### config.mk
export PLATFORM = sky130hd
export DESIGN_NAME = frame_receiver_xor_check
export DESIGN_NICKNAME = d
export VERILOG_FILES = /design/src/design/fxc_pkg.sv /design/src/design/frame_receiver_xor_check.sv /design/src/design/fxc_in_stage.sv /design/src/design/fxc_parser.sv /design/src/design/fxc_out_stage.sv
export SDC_FILE = /design/constraint.sdc
export NUM_CORES = 1
export LEC_CHECK = 0
export ABC_CLOCK_PERIOD_IN_PS = 6200
export CAP_MARGIN = 40
export CORE_MARGIN = 2
export CORE_UTILIZATION = 60
export CTS_BUF_LIST = sky130_fd_sc_hd__clkbuf_8
export DETAILED_ROUTE_END_ITERATION = 12
export DONT_BUFFER_PORTS = 1
export PLACE_DENSITY_LB_ADDON = 0.08
export SLEW_MARGIN = 30
export SYNTH_ARGS = -nofsm -noshare
export SYNTH_HDL_FRONTEND = slang
export SYNTH_SLANG_ARGS = --single-unit
export TNS_END_PERCENT = 1
### constraint.sdc
create_clock -name aclk -period 6.2 [get_ports aclk]
set_clock_uncertainty 0.1 [all_clocks]
set_input_delay 1.24 -clock aclk [delete_from_list [all_inputs] [get_ports aclk]]
set_output_delay 1.24 -clock aclk [all_outputs]
set_load 0.005 [all_outputs]
### src/design/fxc_pkg.sv
// ---------------------------------------------------------------------------
// fxc_pkg: shared types and constants for the frame receiver
// Phase codes, result kinds and the result record passed between stages.
// ---------------------------------------------------------------------------
`default_nettype none

package fxc_pkg;

    localparam int BYTE_W = 8;
    localparam int LEN_W  = 16;
    localparam int KIND_W = 2;
    localparam int PH_W   = 3;

    localparam logic [BYTE_W-1:0] START_BYTE = 8'hff;

    // parser phases; the two unused codes behave as hunting
    localparam logic [PH_W-1:0] PH_HUNT    = 3'd0;
    localparam logic [PH_W-1:0] PH_TYPE    = 3'd1;
    localparam logic [PH_W-1:0] PH_LEN_HI  = 3'd2;
    localparam logic [PH_W-1:0] PH_LEN_LO  = 3'd3;
    localparam logic [PH_W-1:0] PH_PAYLOAD = 3'd4;
    localparam logic [PH_W-1:0] PH_CHECK   = 3'd5;

    localparam logic [KIND_W-1:0] KIND_TYPE    = 2'd0;
    localparam logic [KIND_W-1:0] KIND_PAYLOAD = 2'd1;
    localparam logic [KIND_W-1:0] KIND_END     = 2'd2;

    typedef struct packed {
        logic [LEN_W-1:0]  frame_length;
        logic              frame_ok;
        logic              last;
        logic [KIND_W-1:0] item_kind;
        logic [BYTE_W-1:0] out_byte;
    } fxc_result_t;

endpackage

`default_nettype wire

### src/design/frame_receiver_xor_check.sv
// ---------------------------------------------------------------------------
// frame_receiver_xor_check: length-prefixed frame receiver, XOR checksum
// Hunts for 0xff, then reads type, 16-bit big-endian length, payload, check.
// ---------------------------------------------------------------------------
// Takes one byte per cycle with no gaps while the output is not stalled. A
// byte is held in the input register, then parsed into the result register
// that drives m_*. Each byte is handled in a single pass through the parser,
// whose frame state updates with every byte it takes. A byte that gives a
// word waits in the input register while the result register is full and
// m_tready is low, which also drops s_tready.
// Start and length bytes give no output word; the type byte, every payload
// byte and the checksum byte each give one. The checksum word has tlast set,
// carries the payload length and the pass/fail flag, and out_byte is zero.
// A frame is never cut short: a long frame waits for more bytes.
`default_nettype none

module frame_receiver_xor_check
    import fxc_pkg::*;
(
    input  wire logic        aclk,
    input  wire logic        aresetn,
    input  wire logic        s_tvalid,
    output logic             s_tready,
    input  wire logic [7:0]  s_tdata,   // [7:0] rx_byte
    output logic             m_tvalid,
    input  wire logic        m_tready,
    output logic [23:0]      m_tdata,   // [7:0] out_byte, [23:8] frame_length
    output logic [2:0]       m_tuser,   // [1:0] item_kind, [2] frame_ok
    output logic             m_tlast
);

    logic              item_valid;
    logic [BYTE_W-1:0] item_byte;
    logic              item_take;
    logic              res_valid;
    logic              res_ready;
    fxc_result_t       res;

    fxc_in_stage u_in (
        .aclk       (aclk),
        .aresetn    (aresetn),
        .s_tvalid   (s_tvalid),
        .s_tready   (s_tready),
        .s_tdata    (s_tdata),
        .item_valid (item_valid),
        .item_byte  (item_byte),
        .item_take  (item_take)
    );

    fxc_parser u_parser (
        .aclk       (aclk),
        .aresetn    (aresetn),
        .item_valid (item_valid),
        .item_byte  (item_byte),
        .item_take  (item_take),
        .res_valid  (res_valid),
        .res        (res),
        .res_ready  (res_ready)
    );

    fxc_out_stage u_out (
        .aclk      (aclk),
        .aresetn   (aresetn),
        .res_valid (res_valid),
        .res       (res),
        .res_ready (res_ready),
        .m_tvalid  (m_tvalid),
        .m_tready  (m_tready),
        .m_tdata   (m_tdata),
        .m_tuser   (m_tuser),
        .m_tlast   (m_tlast)
    );

endmodule

`default_nettype wire

### src/design/fxc_in_stage.sv
// ---------------------------------------------------------------------------
// fxc_in_stage: input register
// Holds one received byte; refills in the same cycle the parser takes it.
// ---------------------------------------------------------------------------
`default_nettype none

module fxc_in_stage
    import fxc_pkg::*;
(
    input  wire logic              aclk,
    input  wire logic              aresetn,
    input  wire logic              s_tvalid,
    output logic                   s_tready,
    input  wire logic [BYTE_W-1:0] s_tdata,
    output logic                   item_valid,
    output logic [BYTE_W-1:0]      item_byte,
    input  wire logic              item_take
);

    logic              valid_reg, valid_next;
    logic [BYTE_W-1:0] byte_reg;

    assign s_tready = !valid_reg || item_take;

    always_comb begin
        valid_next = valid_reg;
        if (s_tvalid && s_tready) begin
            valid_next = 1'b1;
        end else if (item_take) begin
            valid_next = 1'b0;
        end
    end

    always_ff @(posedge aclk) begin
        if (!aresetn) begin
            valid_reg <= 1'b0;
        end else begin
            valid_reg <= valid_next;
        end
    end

    always_ff @(posedge aclk) begin
        if (s_tvalid && s_tready) begin
            byte_reg <= s_tdata;
        end
    end

    assign item_valid = valid_reg;
    assign item_byte  = byte_reg;

endmodule

`default_nettype wire

### src/design/fxc_parser.sv
// ---------------------------------------------------------------------------
// fxc_parser: frame state machine and XOR checksum
// Consumes one byte per cycle unless a result is held back by res_ready; builds at most one result per byte.
// ---------------------------------------------------------------------------
`default_nettype none

module fxc_parser
    import fxc_pkg::*;
(
    input  wire logic              aclk,
    input  wire logic              aresetn,
    input  wire logic              item_valid,
    input  wire logic [BYTE_W-1:0] item_byte,
    output logic                   item_take,
    output logic                   res_valid,
    output fxc_result_t            res,
    input  wire logic              res_ready
);

    logic [PH_W-1:0]   phase_reg, phase_next;
    logic [LEN_W-1:0]  bytes_left_reg, bytes_left_next;
    logic [BYTE_W-1:0] xor_reg, xor_next;
    logic [LEN_W-1:0]  length_reg, length_next;
    logic              has_result;
    logic [LEN_W-1:0]  length_full;
    logic [LEN_W-1:0]  left_dec;

    assign length_full = {length_reg[LEN_W-1:BYTE_W], item_byte};
    assign left_dec    = bytes_left_reg - LEN_W'(1);

    always_comb begin
        phase_next      = phase_reg;
        bytes_left_next = bytes_left_reg;
        xor_next        = xor_reg;
        length_next     = length_reg;
        has_result      = 1'b0;
        res             = '0;
        case (phase_reg)
            PH_TYPE: begin
                xor_next       = xor_reg ^ item_byte;
                phase_next     = PH_LEN_HI;
                has_result     = 1'b1;
                res.out_byte   = item_byte;
                res.item_kind  = KIND_TYPE;
            end
            PH_LEN_HI: begin
                xor_next    = xor_reg ^ item_byte;
                length_next = {item_byte, BYTE_W'(0)};
                phase_next  = PH_LEN_LO;
            end
            PH_LEN_LO: begin
                xor_next        = xor_reg ^ item_byte;
                length_next     = length_full;
                bytes_left_next = length_full;
                phase_next      = (length_full == '0) ? PH_CHECK : PH_PAYLOAD;
            end
            PH_PAYLOAD: begin
                xor_next        = xor_reg ^ item_byte;
                bytes_left_next = left_dec;
                if (left_dec == '0) begin
                    phase_next = PH_CHECK;
                end
                has_result     = 1'b1;
                res.out_byte   = item_byte;
                res.item_kind  = KIND_PAYLOAD;
            end
            PH_CHECK: begin
                has_result       = 1'b1;
                res.item_kind    = KIND_END;
                res.frame_ok     = (item_byte == xor_reg);
                res.frame_length = length_reg;
                res.last         = 1'b1;
                phase_next       = PH_HUNT;
                bytes_left_next  = '0;
                xor_next         = '0;
            end
            default: begin
                // hunting; anything but the start byte is dropped
                if (item_byte == START_BYTE) begin
                    xor_next        = START_BYTE;
                    bytes_left_next = '0;
                    length_next     = '0;
                    phase_next      = PH_TYPE;
                end else begin
                    phase_next = PH_HUNT;
                end
            end
        endcase
    end

    assign item_take = item_valid && (!has_result || res_ready);
    assign res_valid = item_valid && has_result;

    always_ff @(posedge aclk) begin
        if (!aresetn) begin
            phase_reg      <= PH_HUNT;
            bytes_left_reg <= '0;
            xor_reg        <= '0;
            length_reg     <= '0;
        end else if (item_take) begin
            phase_reg      <= phase_next;
            bytes_left_reg <= bytes_left_next;
            xor_reg        <= xor_next;
            length_reg     <= length_next;
        end
    end

endmodule

`default_nettype wire

### src/design/fxc_out_stage.sv
// ---------------------------------------------------------------------------
// fxc_out_stage: result register
// Holds one result word for the output channel and packs it onto the bus.
// ---------------------------------------------------------------------------
`default_nettype none

module fxc_out_stage
    import fxc_pkg::*;
(
    input  wire logic          aclk,
    input  wire logic          aresetn,
    input  wire logic          res_valid,
    input  wire fxc_result_t   res,
    output logic               res_ready,
    output logic               m_tvalid,
    input  wire logic          m_tready,
    output logic [23:0]        m_tdata,
    output logic [2:0]         m_tuser,
    output logic               m_tlast
);

    logic        valid_reg, valid_next;
    fxc_result_t res_reg;

    assign res_ready = !valid_reg || m_tready;

    always_comb begin
        valid_next = valid_reg;
        if (res_ready) begin
            valid_next = res_valid;
        end
    end

    always_ff @(posedge aclk) begin
        if (!aresetn) begin
            valid_reg <= 1'b0;
        end else begin
            valid_reg <= valid_next;
        end
    end

    always_ff @(posedge aclk) begin
        if (res_valid && res_ready) begin
            res_reg <= res;
        end
    end

    assign m_tvalid = valid_reg;
    assign m_tdata  = {res_reg.frame_length, res_reg.out_byte};
    assign m_tuser  = {res_reg.frame_ok, res_reg.item_kind};
    assign m_tlast  = res_reg.last;

endmodule

`default_nettype wire

==> results of run 1 <==
-- layout make-up --
type | instances | area, um2
Sequential cell | 80 | 1952
Fill cell | 523 | 2221
Timing Repair Buffer | 3 | 30.03
Clock inverter | 7 | 70.07
Inverter | 20 | 75.07
Clock buffer | 9 | 123.9
Tap cell | 77 | 96.34
Multi-Input combinational cell | 297 | 1854
-- per-layer routing --
layer  global-route usage [%]  wire length (um)
met4                    10.68               163
met5                        0                 0
met3                    6.064               508
met1                    36.06              4167
met2                    42.07              4423
-- power groups by stage --
stage	Sequential (mW)	Combinational, mW	Clock (mW)
6_report	0.565	0.0261	0.378
5_1_grt	0.566	0.0289	0.405
4_1_cts	0.565	0.0258	0.382
3_5_place_dp	0.577	0.0255	0
3_3_place_gp	0.577	0.0240	0
2_1_floorplan	0.565	0.0290	0
-- through the flow --
stage | hold slack [ns] | instance area, um2 | total power, mW
after floorplan | 0.3482 | 4044 | 0.5937
after global placement | 0.3560 | 3991 | 0.6006
after detailed placement | 0.3626 | 4008 | 0.6024
after CTS | 0.3758 | 4202 | 0.9729
after global routing | 0.3972 | 4202 | 0.9992
final | 0.3741 | 4202 | 0.9689
-- cells in the mapped netlist (5+ instances only) --
cell type / instances
edfxtp_1: 35
nand3_1: 14
o31ai_1: 9
nand4_1: 7
nor3_1: 5
nand2b_1: 5
nor4_1: 8
buf_2: 17
inv_1: 19
nor2_1: 41
a22oi_1: 20
dfxtp_1: 45
xnor2_1: 10
nand2_1: 10
o21ai_0: 25
and2_1: 26
clkbuf_1: 12
a21oi_1: 36
a211oi_1: 8
-- worst register-to-register path: stages, from the launching register on --
cell	delay, ns
dfxtp_1	0.56
and3b_1	0.72
a221o_1	0.54
nand2_1	0.32
o31ai_1	0.32
-- kinds of logic after synthesis --
group | Yosys count
AO/OA/AOI/OAI | 139
flip-flops | 80
AND/OR/NAND/NOR | 141
buffers and inverters | 54
XOR/XNOR | 14
adder cells (fa/ha/maj) | 3
-- worst min-delay path by stage --
stage                                              to  slack (ns)  cells after the start
after global routing              u_parser.xor_reg[1]        0.40                      2
after global placement            u_parser.xor_reg[4]        0.36                      2
after floorplan           u_parser.bytes_left_reg[11]        0.35                      2
after detailed placement  u_parser.bytes_left_reg[11]        0.36                      2
after CTS                         u_parser.xor_reg[1]        0.38                      2
final                             u_parser.xor_reg[2]        0.37                      2
==> results_dict.tcl, run 1 <==
set metrics [dict create \
    status "complete, no violations" \
    rsz0062_at_grt "no" \
    powerDensity_nw_per_um2 230.6 \
    fmax_mhz 321.1 \
    r2r_end "u_parser.bytes_left_reg[14]" \
    drc 0 \
    ir_drop_mv 0.2032 \
    combPwrFrac_pct 2.7 \
    synth-adder-area-share_pct 0.9282 \
    fin_cells 493 \
    drive_gt1_share_pct 7.692 \
    numCtsBuffers 9 \
    grt_pass1_vias 3096 \
    antenna_cells 0 \
    period_needed_ns 3.114 \
    final_cell_mix "dfxtp_1, nor2_1, a21oi_1, edfxtp_1, and2_1" \
    die_width_um 86.10 \
    end_kind "output port" \
    dpl.cell_count 477 \
    fin_ws_ns 3.086 \
    cp_num_cells 3 \
    async_flop_share_pct 0 \
    clkPwrFrac_pct 39.0 \
    ys_seq_area_share_pct 48.27 \
    synthTopCellsByArea "edfxtp_1, dfxtp_1, a21oi_1" \
    largest_reg_flops 24 \
    placementRows 29 \
    rr_startpoint "u_parser.phase_reg[1]" \
    final_common_cell "dfxtp_1" \
    grt_overflow 0 \
    io_buffer_count 0 \
    grt_usage_pct 26.84 \
    critPathBufInv 1 \
    syn2layout_area_growth_pct 3.899 \
    grt_max_degree 28 \
    syn_area_per_cell_um2 9.383 \
    yosysWarnings 0 \
    htreeDepth 3 \
    fin_crit_sh_pct 50.23 \
    num_io_pins 42 \
    cts_root_buf "clkbuf_8" \
    drt-total-wl_mm 9.262 \
    post_cts_buffers 0 \
    clk_pin_slew_ns 0.08 \
    synth_xor_area_share_pct 3.218 \
    ys.flop_type "dfxtp_1" \
    yosysTopAreaCell "edfxtp_1" \
    synth_top_area_share_pct 25.99 \
    nets 426 \
    crit_family "simple AND/OR/NAND/NOR gates" \
    worstSetupStartpointType "primary input" \
    seqPwrFrac_pct 58.3 \
    cts_tree "done" \
    leakage_nw 1.396 \
    synth_cell_types 63 \
    numClockSinks 80 \
    rr_worst_depth 4 \
    die_h_um 86.10 \
    crit_type "primary input to output port" \
    crit_end "s_tready" \
    synth_cells 431 \
    die_area_um2 7412 \
    final_util_pct 65.42 \
    cp_max_fo 7 \
    post_cts_resized 0 \
    synth-simple-area-share_pct 18.97 \
    dp_slack_ns 3.083 \
    antenna_found_initial 0 \
    clkLatencyLatePin_ns 0.36 \
    r2r_slack_ns 3.54 \
    dp_hpwl_mm 6.067 \
    slowest_stage "nand2b_1" \
    place.gp.congestion 0.9718 \
    syn-num-nets 446 \
    drt_iter0_markers 321 \
    holdBufCountCts 0 \
    synth_compound_area_share_pct 22.71 \
    hp-start "u_parser.xor_reg[2]" \
    max_slew_margin_pct 49.35 \
    finalSetupTns_ns 0 \
    critPathRequiredTime_ns 4.86 \
    vias 3253 \
    synth_edf_count 35 \
    synth_mux_area_share_pct 0 \
    drv_slew 0 \
    arrival_ns 1.77 \
    netlist_area_um2 4044 \
    vias_per_cell 6.598 \
    clock_path_buffers 2 \
    hold_viol_final 0 \
    min-delay-path-class "flop to flop" \
    maxCapViolCount 0 \
    core_region_area_um2 6422 \
    intPower_mw 0.7459 \
    start_util_pct 62.97 \
    swShare_pct 23.02 \
    cp_cell_sequence "nand2b_1, nor2_1, inv_1" \
    wire_per_inst_um 18.79 \
    synth-seq-cells 80 \
    antenna_left 0 \
    firstDrtPassIters 5 \
    cp-startpoint "m_tready" \
    cp_slowest_stage_delay_ns 0.23 \
    synth_top_family_by_area "compound AO/OA/AOI/OAI gates" \
    worst_pin_slew_ns 0.7540 \
    grt_pass1_wl_mm 15.37 \
    switchingPower_mw 0.2230 \
    setup_violations 0 \
]
Note: power is estimated with default switching activity, not from simulation.
==> run 2, diff against run 1 <==
--- a/config.mk
+++ b/config.mk
@@ -5,10 +5,11 @@
 export SDC_FILE = /design/constraint.sdc
 export NUM_CORES = 1
 export LEC_CHECK = 0
-export ABC_CLOCK_PERIOD_IN_PS = 6200
+export ABC_AREA = 1
+export ABC_CLOCK_PERIOD_IN_PS = 2650
 export CAP_MARGIN = 40
 export CORE_MARGIN = 2
-export CORE_UTILIZATION = 60
+export CORE_UTILIZATION = 59
 export CTS_BUF_LIST = sky130_fd_sc_hd__clkbuf_8
 export DETAILED_ROUTE_END_ITERATION = 12
 export DONT_BUFFER_PORTS = 1
==> constraint.sdc (replaced) <==
create_clock -name aclk -period 2.65 [get_ports aclk]
set_clock_uncertainty 0.1 [all_clocks]
set_input_delay 0.53 -clock aclk [delete_from_list [all_inputs] [get_ports aclk]]
set_output_delay 0.53 -clock aclk [all_outputs]
set_load 0.005 [all_outputs]
==> run 2 against run 1 <==
Compared with the run above: non-clock buffer count unchanged; count of clock-buffer cells in the layout unchanged; sequential power up 140%; utilization down 1.1 points; die area down 3.6%; synthesized area down 5.4%; worst setup slack worse by 2.6 ns; global-route usage down 1.0 points.
==> results_dict.tcl, run 2 <==
set metrics [dict create \
    holdBufCountCts 0 \
    antenna_found_initial 0 \
    numCtsBuffers 9 \
    fin_area_um2 4063 \
    syn2layout_area_growth_pct 6.146 \
    period_needed_ns 2.155 \
    drt_iter0_markers 314 \
    io_buffer_count 0 \
    synth-seq-cells 80 \
    nets 494 \
    status "complete, no violations" \
    yosysTopAreaCell "edfxtp_1" \
    syn_area_per_cell_um2 8.058 \
    drc 0 \
    synth-simple-area-share_pct 25.04 \
    async_flop_share_pct 0 \
    final_cell_mix "nand2_1, nor2_1, inv_1, a21oi_1, dfxtp_1" \
    synthTopCellsByArea "edfxtp_1, dfxtp_1, nand2_1" \
    ys_seq_area_share_pct 51.00 \
    clkLatencyLatePin_ns 0.35 \
    finalSetupTns_ns 0 \
    synth_cell_types 37 \
    dp_hpwl_mm 6.433 \
    fmax_mhz 464.1 \
    max_slew_margin_pct 49.38 \
    postPlaceCellArea_um2 3891 \
    synth_xor_area_share_pct 2.288 \
    synth_top_area_share_pct 27.46 \
    arrival_ns 2.34 \
    cp_max_fo 18 \
    drive_gt1_share_pct 10.33 \
    cts_root_buf "clkbuf_8" \
    grt_pass1_vias 2924 \
    final_common_cell "nand2_1" \
    wire_per_inst_um 15.51 \
    setup_violations 0 \
    largest_reg_flops 24 \
    die_area_um2 7147 \
    place.gp.congestion 0.9197 \
    yosysMostFrequentCell "nand2_1" \
    maxCapViolCount 0 \
    ys.flop_type "dfxtp_1" \
    critPathRequiredTime_ns 2.84 \
    core_region_area_um2 6314 \
    placementRows 29 \
    synth-adder-area-share_pct 0.9807 \
    antenna_left 0 \
    grt_pass1_wl_mm 14.26 \
    synth_compound_area_share_pct 12.85 \
    synthTopCellsByCount "nand2_1, nor2_1, inv_1" \
    multi_input_area_um2 1578 \
    cts_tree "done" \
    htreeDepth 3 \
    end_kind "flop" \
    numClockSinks 80 \
    leakage_nw 1.599 \
    synth_edf_count 35 \
    min-delay-path-class "primary input to flop" \
    die_width_um 84.54 \
    clock_path_buffers 2 \
    post_cts_buffers 0 \
    rsz0062_at_grt "no" \
    grt_overflow 0 \
    vias 3158 \
    num_io_pins 42 \
    die_h_um 84.54 \
    synth_mux_area_share_pct 0 \
    syn-num-nets 490 \
    start_util_pct 60.62 \
    yosysWarnings 0 \
    drv_slew 0 \
    antenna_cells 0 \
    synth_top_family_by_area "simple AND/OR/NAND/NOR gates" \
    vias_per_cell 5.629 \
    worstSetupStartpointType "flop" \
    fill_cells 557 \
    post_cts_resized 0 \
    netlist_area_um2 3827 \
    hold_viol_final 0 \
    firstDrtPassIters 5 \
    grt_usage_pct 25.79 \
    ir_drop_mv 0.4052 \
    worst_pin_slew_ns 0.7558 \
    grt_max_degree 27 \
    powerDensity_nw_per_um2 602.8 \
    fin_crit_sh_pct 81.30 \
    seqCellArea_um2 1952 \
    clk_pin_slew_ns 0.08 \
    synth_cells 475 \
    crit_type "flop to flop" \
    p_total_mw 2.449 \
    drt-total-wl_mm 8.699 \
]
## run 2: final timing paths
path	startpoint	endpoint	cells past startpoint	slack, ns
max	u_parser.phase_reg[1]	u_parser.bytes_left_reg[7]	10	0.50
max reg2reg	u_parser.phase_reg[1]	u_parser.bytes_left_reg[7]	10	0.50
min	s_tdata[4]	u_in.item_byte[4]	0	0.17
min reg2reg	u_parser.length_reg[7]	u_parser.length_reg[7]	2	0.37
## run 2: metal layers
layer | vias to the layer above | part of all wire (%) | GRT usage (%)
met5 | - | 0 | 0
met4 | 0 | 2.6 | 10.10
met3 | 18 | 8.0 | 6.195
met2 | 146 | 45 | 39.94
met1 | 1429 | 45 | 35.21
li1 | 1565 | - | -
## run 2: cell families after synthesis
logic type | after synthesis
buffers and inverters | 74
adder cells (fa/ha/maj) | 3
AO/OA/AOI/OAI | 87
AND/OR/NAND/NOR | 221
XOR/XNOR | 10
flip-flops | 80
## run 2: where the power goes
group          internal (mW)  switching [mW]
Clock                  0.340           0.457
Combinational         0.0941           0.205
Sequential              1.32          0.0343
Total                   1.75           0.696
## run 2: final cells by class
cell class / instances / share of cell area [%]
sequential: 80 / 48.04
clock buffer: 9 / 3.049
clock inverter: 7 / 1.170
tap: 77 / 2.371
timing repair buffer: 3 / 0.5544
inverter: 64 / 5.975
multi-input combinational: 321 / 38.84
## run 2: metrics by stage
stage | instances | utilization (%) | hold WS [ns] | setup WS (ns)
finish | 561 | 64.35 | 0.1653 | 0.4954
global route | 561 | 64.35 | 0.1455 | 0.3013
CTS | 561 | 64.35 | 0.1543 | 0.5182
detailed placement | 545 | 61.63 | 0.3582 | 0.5338
global placement | 545 | 61.63 | 0.3496 | 0.5656
floorplan | 475 | - | 0.3409 | 0.09110
## run 2: critical path, cell delays in order (launching register included)
cell and delay [ns]:
dfxtp_1 0.49, inv_2 0.09, nor3_4 0.31, inv_2 0.21, nand2_2 0.12, inv_2 0.04, nand3_2 0.08, nand3_4 0.21
inv_4 0.21, o21ai_0 0.10, a21oi_1 0.12
